$ cat src/rtl/tbs_pkg.sv
`timescale 1ns / 1ps
// ----------------------------------------------------------------------------
// tbs_pkg: shared types and constants of the TFTP block sender
// Command, event, phase and action codes, the event record that the front end
// hands to the protocol engine, and the effective configuration record.
// ----------------------------------------------------------------------------
package tbs_pkg;

   localparam int MAX_BLOCK_BYTES = 512;

   localparam logic [15:0] MIN_PACKET_BYTES = 16'd4;
   localparam logic [15:0] OPCODE_ACK       = 16'd4;

   // Configuration register indexes and reset values.
   localparam logic [1:0]  CSR_BLOCK_SIZE      = 2'd0;
   localparam logic [1:0]  CSR_ACK_TIMEOUT     = 2'd1;
   localparam logic [1:0]  CSR_MAX_RETRANSMITS = 2'd2;
   localparam logic [9:0]  BLOCK_SIZE_RESET    = 10'd512;
   localparam logic [15:0] ACK_TIMEOUT_RESET   = 16'd50;
   localparam logic [7:0]  MAX_RETX_RESET      = 8'd3;

   // Depth of the event queue between front end and engine.
   localparam int QUEUE_DEPTH = 2;
   localparam int QPTR_W      = (QUEUE_DEPTH > 1) ? $clog2(QUEUE_DEPTH) : 1;
   localparam int QCNT_W      = $clog2(QUEUE_DEPTH + 1);

   typedef enum logic [1:0] {
      CMD_START  = 2'd0,
      CMD_TICK   = 2'd1,
      CMD_PACKET = 2'd2,
      CMD_CHUNK  = 2'd3
   } command_type;

   typedef enum logic [1:0] {
      EV_START = 2'd0,
      EV_TICK  = 2'd1,
      EV_ACK   = 2'd2,
      EV_CHUNK = 2'd3
   } event_kind_type;

   typedef enum logic [1:0] {
      PH_IDLE       = 2'd0,
      PH_WAIT_ACK0  = 2'd1,
      PH_WAIT_CHUNK = 2'd2,
      PH_WAIT_ACK   = 2'd3
   } phase_type;

   typedef enum logic [2:0] {
      ACT_WRQ        = 3'd0,
      ACT_REQ_CHUNK  = 3'd1,
      ACT_SEND       = 3'd2,
      ACT_DONE       = 3'd3,
      ACT_NO_SERVER  = 3'd4,
      ACT_RETRY_FAIL = 3'd5
   } action_type;

   typedef struct packed {
      event_kind_type kind;
      logic [15:0]    blk;
      logic [9:0]     len;
   } event_type;

   typedef struct packed {
      logic [9:0]  eff_block_size;
      logic [15:0] ack_timeout;
      logic [7:0]  max_retx;
   } cfg_type;

endpackage

$ cat src/rtl/tbs_if.sv
`timescale 1ns / 1ps
// ----------------------------------------------------------------------------
// tbs_if: channel interfaces of the TFTP block sender
// Request channel carrying events in, response channel carrying actions out.
// ----------------------------------------------------------------------------
interface tbs_req_if;
   logic        valid;
   logic        ready;
   logic [1:0]  command;
   logic [15:0] packet_length;
   logic [15:0] packet_opcode;
   logic [15:0] packet_block;
   logic [9:0]  chunk_length;

   modport source (output valid, command, packet_length, packet_opcode, packet_block,
                   chunk_length, input ready);
   modport sink   (input valid, command, packet_length, packet_opcode, packet_block,
                   chunk_length, output ready);
endinterface

interface tbs_rsp_if;
   logic        valid;
   logic        ready;
   logic [2:0]  action;
   logic [15:0] block_number;
   logic [9:0]  send_length;

   modport source (output valid, action, block_number, send_length, input ready);
   modport sink   (input valid, action, block_number, send_length, output ready);
endinterface

$ cat src/rtl/tftp_block_sender.sv
`timescale 1ns / 1ps
// ----------------------------------------------------------------------------
// tftp_block_sender: sending side of a TFTP write transfer
// Turns start, tick, packet and chunk events into write request, chunk
// request, data send, completion and failure actions.
// ----------------------------------------------------------------------------
// The block takes one event transaction per clock cycle while the queue has
// room, and gives at most one action per event, in order. An event passes
// the front end in the cycle it is accepted, waits in a two-entry queue, and
// is handled by the protocol engine, which registers its action in the
// response register. The engine handles one event per cycle as long as the
// response register is free or being drained, which sets the sustained rate
// at one event per cycle. Packets that are not well-formed acknowledgements
// are dropped at the front end and never occupy the queue. Configuration
// writes are meant to be made while no transfer events are in flight.
// ----------------------------------------------------------------------------
module tftp_block_sender
   import tbs_pkg::*;
(
   input  logic        clock,
   input  logic        reset,
   tbs_req_if.sink     req_if,
   tbs_rsp_if.source   rsp_if,
   input  logic        csr_wr_en,
   input  logic [1:0]  csr_index,
   input  logic [15:0] csr_wdata
);

   cfg_type   cfg;
   logic      push_valid, push_ready;
   event_type push_event;
   logic      pop_valid, pop_ready;
   event_type pop_event;

   tbs_csr u_csr (
      .clock     (clock),
      .reset     (reset),
      .csr_wr_en (csr_wr_en),
      .csr_index (csr_index),
      .csr_wdata (csr_wdata),
      .cfg       (cfg)
   );

   tbs_front u_front (
      .cfg        (cfg),
      .req        (req_if),
      .push_valid (push_valid),
      .push_ready (push_ready),
      .push_event (push_event)
   );

   tbs_queue u_queue (
      .clock      (clock),
      .reset      (reset),
      .push_valid (push_valid),
      .push_ready (push_ready),
      .push_event (push_event),
      .pop_valid  (pop_valid),
      .pop_ready  (pop_ready),
      .pop_event  (pop_event)
   );

   tbs_back u_back (
      .clock    (clock),
      .reset    (reset),
      .cfg      (cfg),
      .ev_valid (pop_valid),
      .ev_ready (pop_ready),
      .ev       (pop_event),
      .rsp      (rsp_if)
   );

endmodule

$ cat src/rtl/tbs_csr.sv
`timescale 1ns / 1ps
// ----------------------------------------------------------------------------
// tbs_csr: configuration registers
// Holds block size, ACK timeout and retry limit, and presents the block size
// already limited to the largest supported block.
// ----------------------------------------------------------------------------
module tbs_csr
   import tbs_pkg::*;
(
   input  logic        clock,
   input  logic        reset,
   input  logic        csr_wr_en,
   input  logic [1:0]  csr_index,
   input  logic [15:0] csr_wdata,
   output cfg_type     cfg
);

   logic [9:0]  block_size_ff;
   logic [15:0] ack_timeout_ff;
   logic [7:0]  max_retx_ff;

   always_ff @(posedge clock) begin
      if (reset) begin
         block_size_ff  <= BLOCK_SIZE_RESET;
         ack_timeout_ff <= ACK_TIMEOUT_RESET;
         max_retx_ff    <= MAX_RETX_RESET;
      end else if (csr_wr_en) begin
         case (csr_index)
            CSR_BLOCK_SIZE:      block_size_ff  <= csr_wdata[9:0];
            CSR_ACK_TIMEOUT:     ack_timeout_ff <= csr_wdata;
            CSR_MAX_RETRANSMITS: max_retx_ff    <= csr_wdata[7:0];
            default: begin
            end
         endcase
      end
   end

   always_comb begin
      if (11'(block_size_ff) > 11'(MAX_BLOCK_BYTES)) begin
         cfg.eff_block_size = 10'(MAX_BLOCK_BYTES);
      end else begin
         cfg.eff_block_size = block_size_ff;
      end
      cfg.ack_timeout = ack_timeout_ff;
      cfg.max_retx    = max_retx_ff;
   end

endmodule

$ cat src/rtl/tbs_front.sv
`timescale 1ns / 1ps
// ----------------------------------------------------------------------------
// tbs_front: event front end
// Accepts request transactions, drops packets that are not acknowledgements,
// clamps chunk lengths and pushes the classified event into the queue.
// ----------------------------------------------------------------------------
module tbs_front
   import tbs_pkg::*;
(
   input  cfg_type    cfg,
   tbs_req_if.sink    req,
   output logic       push_valid,
   input  logic       push_ready,
   output event_type  push_event
);

   logic is_ack;

   assign req.ready = push_ready;
   assign is_ack    = (req.packet_length >= MIN_PACKET_BYTES) &&
                      (req.packet_opcode == OPCODE_ACK);

   always_comb begin
      push_event.blk = req.packet_block;
      push_event.len = (req.chunk_length > cfg.eff_block_size) ? cfg.eff_block_size
                                                               : req.chunk_length;
      push_valid     = req.valid;
      case (command_type'(req.command))
         CMD_START:  push_event.kind = EV_START;
         CMD_TICK:   push_event.kind = EV_TICK;
         CMD_PACKET: begin
            push_event.kind = EV_ACK;
            // Anything other than a well-formed ACK never reaches the engine.
            push_valid      = req.valid && is_ack;
         end
         CMD_CHUNK:  push_event.kind = EV_CHUNK;
         default:    push_event.kind = EV_TICK;
      endcase
   end

endmodule

$ cat src/rtl/tbs_queue.sv
`timescale 1ns / 1ps
// ----------------------------------------------------------------------------
// tbs_queue: event queue
// Short first-in first-out buffer that decouples the front end from the
// protocol engine.
// ----------------------------------------------------------------------------
module tbs_queue
   import tbs_pkg::*;
(
   input  logic      clock,
   input  logic      reset,
   input  logic      push_valid,
   output logic      push_ready,
   input  event_type push_event,
   output logic      pop_valid,
   input  logic      pop_ready,
   output event_type pop_event
);

   event_type          entries_ff [QUEUE_DEPTH];
   logic [QPTR_W-1:0]  wr_ptr_ff, wr_ptr_in;
   logic [QPTR_W-1:0]  rd_ptr_ff, rd_ptr_in;
   logic [QCNT_W-1:0]  count_ff, count_in;
   logic               do_push, do_pop;

   assign push_ready = (count_ff != QCNT_W'(QUEUE_DEPTH));
   assign pop_valid  = (count_ff != '0);
   assign pop_event  = entries_ff[rd_ptr_ff];
   assign do_push    = push_valid && push_ready;
   assign do_pop     = pop_valid && pop_ready;

   always_comb begin
      wr_ptr_in = wr_ptr_ff;
      rd_ptr_in = rd_ptr_ff;
      count_in  = count_ff;
      if (do_push) begin
         wr_ptr_in = (wr_ptr_ff == QPTR_W'(QUEUE_DEPTH - 1)) ? '0 : wr_ptr_ff + 1'b1;
      end
      if (do_pop) begin
         rd_ptr_in = (rd_ptr_ff == QPTR_W'(QUEUE_DEPTH - 1)) ? '0 : rd_ptr_ff + 1'b1;
      end
      if (do_push && !do_pop) begin
         count_in = count_ff + 1'b1;
      end else if (do_pop && !do_push) begin
         count_in = count_ff - 1'b1;
      end
   end

   always_ff @(posedge clock) begin
      if (reset) begin
         wr_ptr_ff <= '0;
         rd_ptr_ff <= '0;
         count_ff  <= '0;
      end else begin
         wr_ptr_ff <= wr_ptr_in;
         rd_ptr_ff <= rd_ptr_in;
         count_ff  <= count_in;
      end
   end

   always_ff @(posedge clock) begin
      if (do_push) begin
         entries_ff[wr_ptr_ff] <= push_event;
      end
   end

endmodule

$ cat src/rtl/tbs_back.sv
`timescale 1ns / 1ps
// ----------------------------------------------------------------------------
// tbs_back: transfer protocol engine
// Runs the write-transfer state machine on queued events, keeps the block
// number, ACK timer and attempt count, and drives the response register.
// ----------------------------------------------------------------------------
module tbs_back
   import tbs_pkg::*;
(
   input  logic      clock,
   input  logic      reset,
   input  cfg_type   cfg,
   input  logic      ev_valid,
   output logic      ev_ready,
   input  event_type ev,
   tbs_rsp_if.source rsp
);

   phase_type   phase_ff, phase_in;
   logic [15:0] current_block_ff, current_block_in;
   logic [15:0] wait_timer_ff, wait_timer_in;
   logic [7:0]  attempt_count_ff, attempt_count_in;
   logic [9:0]  last_len_ff, last_len_in;

   logic        rsp_valid_ff, rsp_valid_in;
   action_type  action_ff, action_in;
   logic [15:0] block_number_ff, block_number_in;
   logic [9:0]  send_length_ff, send_length_in;

   logic        take;
   logic        emit;
   logic [15:0] timer_inc;
   logic        timed_out;
   logic        waiting_ack;
   logic        ack0_match, ack_match, block_full, retry_left;

   // The engine moves on whenever the response register is free or drained.
   assign ev_ready    = !rsp_valid_ff || rsp.ready;
   assign take        = ev_valid && ev_ready;
   assign timer_inc   = wait_timer_ff + 16'd1;
   assign timed_out   = (timer_inc >= cfg.ack_timeout);
   assign waiting_ack = (phase_ff == PH_WAIT_ACK0) || (phase_ff == PH_WAIT_ACK);
   assign ack0_match  = (phase_ff == PH_WAIT_ACK0) && (ev.blk == 16'd0);
   assign ack_match   = (phase_ff == PH_WAIT_ACK) && (ev.blk == current_block_ff);
   assign block_full  = (last_len_ff == cfg.eff_block_size);
   assign retry_left  = (attempt_count_ff < cfg.max_retx);

   // Next phase.
   always_comb begin
      phase_in = phase_ff;
      if (take) begin
         case (ev.kind)
            EV_START: phase_in = PH_WAIT_ACK0;
            EV_TICK: begin
               if (waiting_ack && timed_out) begin
                  if (phase_ff == PH_WAIT_ACK0 || !retry_left) begin
                     phase_in = PH_IDLE;
                  end
               end
            end
            EV_ACK: begin
               if (ack0_match) begin
                  phase_in = PH_WAIT_CHUNK;
               end else if (ack_match) begin
                  phase_in = block_full ? PH_WAIT_CHUNK : PH_IDLE;
               end
            end
            EV_CHUNK: begin
               if (phase_ff == PH_WAIT_CHUNK) begin
                  phase_in = PH_WAIT_ACK;
               end
            end
            default: phase_in = phase_ff;
         endcase
      end
   end

   // Transfer counters and the response for this event.
   always_comb begin
      current_block_in = current_block_ff;
      wait_timer_in    = wait_timer_ff;
      attempt_count_in = attempt_count_ff;
      last_len_in      = last_len_ff;
      emit             = 1'b0;
      action_in        = action_ff;
      block_number_in  = 16'd0;
      send_length_in   = 10'd0;
      if (take) begin
         case (ev.kind)
            EV_START: begin
               current_block_in = 16'd0;
               wait_timer_in    = 16'd0;
               attempt_count_in = 8'd0;
               last_len_in      = 10'd0;
               emit             = 1'b1;
               action_in        = ACT_WRQ;
            end
            EV_TICK: begin
               if (waiting_ack) begin
                  if (!timed_out) begin
                     wait_timer_in = timer_inc;
                  end else begin
                     wait_timer_in = 16'd0;
                     emit          = 1'b1;
                     if (phase_ff == PH_WAIT_ACK0) begin
                        action_in = ACT_NO_SERVER;
                     end else if (!retry_left) begin
                        action_in = ACT_RETRY_FAIL;
                     end else begin
                        attempt_count_in = attempt_count_ff + 8'd1;
                        action_in        = ACT_SEND;
                        block_number_in  = current_block_ff;
                        send_length_in   = last_len_ff;
                     end
                  end
               end
            end
            EV_ACK: begin
               if (ack0_match) begin
                  current_block_in = 16'd1;
                  wait_timer_in    = 16'd0;
                  emit             = 1'b1;
                  action_in        = ACT_REQ_CHUNK;
                  block_number_in  = 16'd1;
               end else if (ack_match) begin
                  wait_timer_in = 16'd0;
                  emit          = 1'b1;
                  if (block_full) begin
                     current_block_in = current_block_ff + 16'd1;
                     action_in        = ACT_REQ_CHUNK;
                     block_number_in  = current_block_ff + 16'd1;
                  end else begin
                     action_in = ACT_DONE;
                  end
               end
            end
            EV_CHUNK: begin
               if (phase_ff == PH_WAIT_CHUNK) begin
                  last_len_in      = ev.len;
                  attempt_count_in = 8'd1;
                  wait_timer_in    = 16'd0;
                  emit             = 1'b1;
                  action_in        = ACT_SEND;
                  block_number_in  = current_block_ff;
                  send_length_in   = ev.len;
               end
            end
            default: begin
            end
         endcase
      end
      if (take) begin
         rsp_valid_in = emit;
      end else begin
         rsp_valid_in = rsp_valid_ff && !rsp.ready;
      end
   end

   always_ff @(posedge clock) begin
      if (reset) begin
         phase_ff         <= PH_IDLE;
         current_block_ff <= 16'd0;
         wait_timer_ff    <= 16'd0;
         attempt_count_ff <= 8'd0;
         last_len_ff      <= 10'd0;
         rsp_valid_ff     <= 1'b0;
      end else begin
         phase_ff         <= phase_in;
         current_block_ff <= current_block_in;
         wait_timer_ff    <= wait_timer_in;
         attempt_count_ff <= attempt_count_in;
         last_len_ff      <= last_len_in;
         rsp_valid_ff     <= rsp_valid_in;
      end
   end

   always_ff @(posedge clock) begin
      if (take && emit) begin
         action_ff       <= action_in;
         block_number_ff <= block_number_in;
         send_length_ff  <= send_length_in;
      end
   end

   assign rsp.valid        = rsp_valid_ff;
   assign rsp.action       = action_ff;
   assign rsp.block_number = block_number_ff;
   assign rsp.send_length  = send_length_ff;

endmodule

$ cat src/flat_wrapper.sv
// flat-port wrapper written by rule: the top's interface ports become plain ports
module tftp_block_sender_flat import tbs_pkg::*;
  (clock, reset, csr_wr_en, csr_index, csr_wdata, req_if_valid, req_if_command, req_if_packet_length, req_if_packet_opcode, req_if_packet_block, req_if_chunk_length, req_if_ready, rsp_if_valid, rsp_if_action, rsp_if_block_number, rsp_if_send_length, rsp_if_ready);
  tbs_req_if req_if_i ();
  tbs_rsp_if rsp_if_i ();
  input  logic clock;
  input  logic reset;
  input  logic csr_wr_en;
  input  logic [1:0] csr_index;
  input  logic [15:0] csr_wdata;
  input wire logic [$bits(req_if_i.valid)-1:0] req_if_valid;
  input wire logic [$bits(req_if_i.command)-1:0] req_if_command;
  input wire logic [$bits(req_if_i.packet_length)-1:0] req_if_packet_length;
  input wire logic [$bits(req_if_i.packet_opcode)-1:0] req_if_packet_opcode;
  input wire logic [$bits(req_if_i.packet_block)-1:0] req_if_packet_block;
  input wire logic [$bits(req_if_i.chunk_length)-1:0] req_if_chunk_length;
  output wire logic [$bits(req_if_i.ready)-1:0] req_if_ready;
  output wire logic [$bits(rsp_if_i.valid)-1:0] rsp_if_valid;
  output wire logic [$bits(rsp_if_i.action)-1:0] rsp_if_action;
  output wire logic [$bits(rsp_if_i.block_number)-1:0] rsp_if_block_number;
  output wire logic [$bits(rsp_if_i.send_length)-1:0] rsp_if_send_length;
  input wire logic [$bits(rsp_if_i.ready)-1:0] rsp_if_ready;
  assign req_if_i.valid = req_if_valid;
  assign req_if_i.command = req_if_command;
  assign req_if_i.packet_length = req_if_packet_length;
  assign req_if_i.packet_opcode = req_if_packet_opcode;
  assign req_if_i.packet_block = req_if_packet_block;
  assign req_if_i.chunk_length = req_if_chunk_length;
  assign req_if_ready = req_if_i.ready;
  assign rsp_if_valid = rsp_if_i.valid;
  assign rsp_if_action = rsp_if_i.action;
  assign rsp_if_block_number = rsp_if_i.block_number;
  assign rsp_if_send_length = rsp_if_i.send_length;
  assign rsp_if_i.ready = rsp_if_ready;
  tftp_block_sender u_core (.clock(clock), .reset(reset), .req_if(req_if_i), .rsp_if(rsp_if_i), .csr_wr_en(csr_wr_en), .csr_index(csr_index), .csr_wdata(csr_wdata));
endmodule
$ cat config.mk
export PLATFORM = sky130hd
export DESIGN_NAME = tftp_block_sender_flat
export DESIGN_NICKNAME = d
export VERILOG_FILES = /design/src/rtl/tbs_pkg.sv /design/src/rtl/tbs_if.sv /design/src/rtl/tftp_block_sender.sv /design/src/rtl/tbs_csr.sv /design/src/rtl/tbs_front.sv /design/src/rtl/tbs_queue.sv /design/src/rtl/tbs_back.sv /design/src/flat_wrapper.sv
export SDC_FILE = /design/constraint.sdc
export NUM_CORES = 1
export LEC_CHECK = 0
export ABC_AREA = 0
export BUFFER_PORTS_ARGS = -buffer_cell sky130_fd_sc_hd__buf_2
export CAP_MARGIN = 20
export CORE_AREA = 4 4 182 184
export CTS_CLUSTER_SIZE = 30
export DETAILED_ROUTE_END_ITERATION = 12
export DIE_AREA = 0 0 186 188
export GPL_ROUTABILITY_DRIVEN = 0
export SYNTH_ARGS = -nofsm -noshare
export SYNTH_HDL_FRONTEND = slang
export SYNTH_SLANG_ARGS = --single-unit
$ cat constraint.sdc
create_clock -name clock -period 5.3 [get_ports clock]
set_clock_uncertainty 0.2 [all_clocks]
set_input_delay 0.795 -clock clock [delete_from_list [all_inputs] [get_ports clock]]
set_output_delay 0.795 -clock clock [all_outputs]
set_load 0.02 [all_outputs]
==> impl_results.rst <==
.. list-table::
   :header-rows: 1

   * - Metric
     - Value
   * - Num CTS Buffers
     - 17
   * - Path type of the worst min-delay path
     - flop to flop
   * - Number of buffers on the longest clock path
     - 2
   * - Primary FF master, synth
     - dfxtp_1
   * - Number of input and output port buffers inserted
     - 111
   * - Arrival time at the worst endpoint
     - 4.50 ns
   * - Max stage delay cell, worst path
     - a21oi_1
   * - Hold buffer count at cts
     - 0
   * - Highest clock frequency the design can meet
     - 228 MHz
   * - Static power due to leakage
     - 0.00413 µW
   * - Area overhead of the layout relative to synthesis
     - 15.6%
   * - Fraction of final layout cells with drive strength greater than 1
     - 17.1%
   * - Yosys top cell by area
     - edfxtp_1
   * - Final antenna diode count
     - 0
   * - Crit path capture type
     - flop
   * - Power density of the placed cells
     - 344 nW/µm²
   * - Setup crit start kind
     - flop
   * - H-tree lvl count
     - 4
   * - Hold path start
     - u_core.u_csr.ack_timeout_ff[2]
   * - Placed Instances
     - 1,466
   * - # Max-Cap Violations
     - 0
   * - Cells traversed along the worst timing path
     - nand4_1, nor2_1, and3_1, nand4_1, xnor2_1, ha_1, nand4_1, a2111oi_0, a21oi_1, a21oi_1, o21a_1, a21o_1
   * - Met3 Usage GRT
     - 2.95%
   * - Pin count of the biggest net entering global routing
     - 73
   * - Relative slew margins
     - 27.3%
   * - DR DRC count
     - 0
   * - Part of the Yosys area used for sequential elements
     - 45.7%
   * - Router iterations before antenna repair
     - 5
   * - Hold Fails Final Rpt
     - 0
   * - Final TNS setup
     - 0 ns
   * - Core area
     - 31,400 µm²
   * - Count of vias placed by the detailed router
     - 7,639
   * - Most common cell type on the critical path
     - nand4_1
   * - FFs w/ async S/R, synth
     - 0%
   * - Die area
     - 35,000 µm²
   * - Detailed placer's ending HPWL
     - 18,200 µm
   * - Largest cells by area after synthesis
     - edfxtp_1 (27%), dfxtp_1 (19%), mux2i_1 (5.7%)
   * - Final design utilization
     - 35.4%
   * - R2r endpoint
     - u_core.u_back.rsp.block_number[3]
   * - Critical Path Fanout Max
     - 8
   * - Worst Hold Path Cells
     - 2
   * - 1st-iter DRT viols
     - 552
   * - Worst Path Class, Setup
     - flop to flop
   * - Reg2reg path depth
     - 12
   * - Worst slack at placement
     - 0.966 ns
   * - Sinks on the clock net
     - 177
   * - Crit Reg-Reg Startpoint
     - u_core.u_back.wait_timer_ff[2]
   * - Number of standard cells after synthesis
     - 996
   * - Synth top area share
     - 26.6%
   * - Critical path required time
     - 5.41 ns
   * - Antenna violation net count after detailed routing
     - 0
   * - Average cell area after synthesis
     - 9.64 µm²
   * - Antenna violations before repair
     - 0
   * - Worst Hold Path EP
     - u_core.u_csr.ack_timeout_ff[2]
   * - Post-detailed-route via-to-cell ratio
     - 5.10
   * - Tot GR Track Use
     - 14.2%
   * - Post-CTS Resized
     - 0
   * - Setup fix buffers added after clock tree synthesis
     - 0
   * - GR met1 Demand/Resource
     - 19.3%
   * - Setup repair after global routing missed its margin
     - false
   * - Insertion delay to the later sink of the worst-skew pair
     - 0.44 ns
   * - Starting density of the core
     - 30.6%
   * - Top-level I/O count
     - 114
   * - Worst path max stage delay
     - 0.63 ns
   * - WL final
     - 24,700 µm
   * - Cell Count, Final, Fillers Out
     - 1,499
   * - R2r setup slk
     - 0.91 ns
   * - Final worst-path cycle share
     - 82.8%
   * - Final setup vio count
     - 0
   * - Number of global-route vias before repair
     - 7,439
   * - Layer with the highest usage
     - met2
   * - Final global-route overflow total
     - 0
   * - Clock slew at reported path FFs
     - 0.08 ns
   * - Summed instance area of the synthesized netlist
     - 9610 µm²
   * - Number of flip-flops and latches in the synthesized netlist
     - 177
   * - Row count
     - 65
   * - Cell variety after synth
     - 75
   * - Total nets after synthesis
     - 1,121
   * - Outcome
     - complete, no violations
   * - Cell at the root of the clock tree
     - clkbuf_16
   * - Worst Max-Slew Pin Slew
     - 1.09 ns
   * - Slack of the critical path
     - 0.912 ns
   * - Die H
     - 188 µm
   * - Count of yosys warnings during synthesis
     - 0
   * - IR Drop Worst-Case VDD
     - 0.000253 V
   * - Final critical delay including setup and external delays
     - 4.39 ns
   * - Final #Nets
     - 1,209
   * - Met2 usage
     - 22.7%
   * - TritonCTS clock tree
     - built
   * - Max-slew violation count
     - 0
   * - Number of flops mapped to enable cells by yosys
     - 85
   * - Detailed-route wire length per cell
     - 16.5 µm
   * - Die Wd
     - 186 µm
   * - First-pass GRT wire length
     - 39,700 µm
   * - Overall power
     - 3820 µW
[layer usage]
| layer | vias to the layer above | share of wire, % |
|---|---|---|
| met5 | - | 0 |
| met4 | 0 | 1.8 |
| met3 | 31 | 4.2 |
| met2 | 182 | 47 |
| met1 | 3616 | 47 |
| li1 | 3810 | - |
[worst max-delay path: cells and delay by family (launching register included)]
kind                     cells  cell delay [ns]
flip-flops                   1             0.44
AO/OA/AOI/OAI                5             2.01
adder cells (fa/ha/maj)      1             0.33
AND/OR/NAND/NOR              5             1.10
XOR/XNOR                     1             0.17
[how the worst max path moves through the flow]
stage | from | endpoint | slack [ns]
CTS | u_core.u_back.wait_timer_ff[0] | u_core.u_back.rsp.block_number[3] | 0.93
floorplan | u_core.u_back.wait_timer_ff[0] | u_core.u_back.rsp.action[0] | 0.99
global placement | u_core.u_back.wait_timer_ff[0] | u_core.u_back.rsp.block_number[3] | 0.95
finish | u_core.u_back.wait_timer_ff[2] | u_core.u_back.rsp.block_number[3] | 0.91
global route | u_core.u_back.wait_timer_ff[0] | u_core.u_back.rsp.block_number[6] | 0.44
detailed placement | u_core.u_back.wait_timer_ff[2] | u_core.u_back.rsp.block_number[3] | 0.97
[Yosys cell counts (3+ instances only)]
library cell and n:
dfxtp_1 92, o21a_1 3, o31ai_1 9, clkbuf_1 38
nand4_1 18, buf_6 3, nor3_1 19, buf_1 9
edfxtp_1 85, nand3b_1 12, mux2_2 4, o311ai_0 4
and3_1 15, o31ai_2 7, buf_2 4, a21oi_1 70
nor2_1 91, mux2i_1 55, a21o_1 13, ha_1 42
o21ai_0 18, o211ai_1 11, and4_1 3, nor3b_1 4
and2_1 8, nor4_1 17, nand3_1 46, xor2_1 16
inv_1 48, o21ai_1 19, a22oi_1 11, xnor2_1 25
a31oi_1 11, or3_1 11, nand2b_1 10, a211o_1 4
nand2_1 84, nor2b_1 11
[flip-flops by register name, indices dropped and copies added, names as in the netlist, named ones only]
register / cells
u_core.u_back.attempt_count_ff: 8
u_core.u_back.current_block_ff: 16
u_core.u_back.last_len_ff: 10
u_core.u_back.phase_ff: 2
u_core.u_back.rsp.action: 3
u_core.u_back.rsp.block_number: 16
u_core.u_back.rsp.send_length: 10
u_core.u_back.rsp.valid: 1
u_core.u_back.wait_timer_ff: 16
u_core.u_csr.ack_timeout_ff: 16
u_core.u_csr.block_size_ff: 10
u_core.u_csr.max_retx_ff: 8
u_core.u_queue.count_ff: 2
u_core.u_queue.entries_ff: 56
u_core.u_queue.rd_ptr_ff: 1
u_core.u_queue.wr_ptr_ff: 1
[power breakdown]
part / total (µW) / internal, µW / switching (µW)
Clock: 1240 / 661 / 578
Combinational: 919 / 316 / 603
Sequential: 1660 / 1550 / 111
Total: 3820 / 2530 / 1290
[cells in the final DEF, fill, tap and decap left out, types with 12 or more instances in the layout]
cell / Yosys / routed
edfxtp_1: 85 / 85
nor3_1: 19 / 19
nand2_1: 84 / 84
nor2_1: 91 / 91
clkbuf_16: 0 / 17
o21ai_1: 19 / 19
ha_1: 42 / 42
mux2i_1: 55 / 55
xor2_1: 16 / 16
nand3_1: 46 / 46
and3_1: 15 / 15
xnor2_1: 25 / 25
a21o_1: 13 / 13
nor4_1: 17 / 17
o21ai_0: 18 / 18
nand3b_1: 12 / 12
nand4_1: 18 / 18
inv_1: 48 / 48
a21oi_1: 70 / 70
buf_2: 4 / 111
dfxtp_1: 92 / 91
[cell type report]
type,count,area (µm²)
Inverter,50,188
Tap cell,402,503
Multi-Input combinational cell,715,4810
Clock inverter,15,145
Fill cell,3192,20300
Timing Repair Buffer,123,643
Clock buffer,17,425
Sequential cell,177,4400
[metrics by stage]
step,area (µm²),hold WS (ns)
floorplan,9610,0.236
global placement,10500,0.243
detailed placement,10500,0.251
CTS,11100,0.260
global route,11100,0.284
finish,11100,0.257
[logic make-up after synthesis]
kind of cell               synth area share (%)
AOI/OAI and AO/OA                          14.5
xor gates and xnor gates                   3.74
adders and majority gates                  5.47
buffers and inverters                      4.35
DFF                                        45.7
muxes                                      6.55
and+or+nand+nor                            19.6
Note: power is estimated with default switching activity, not from simulation.
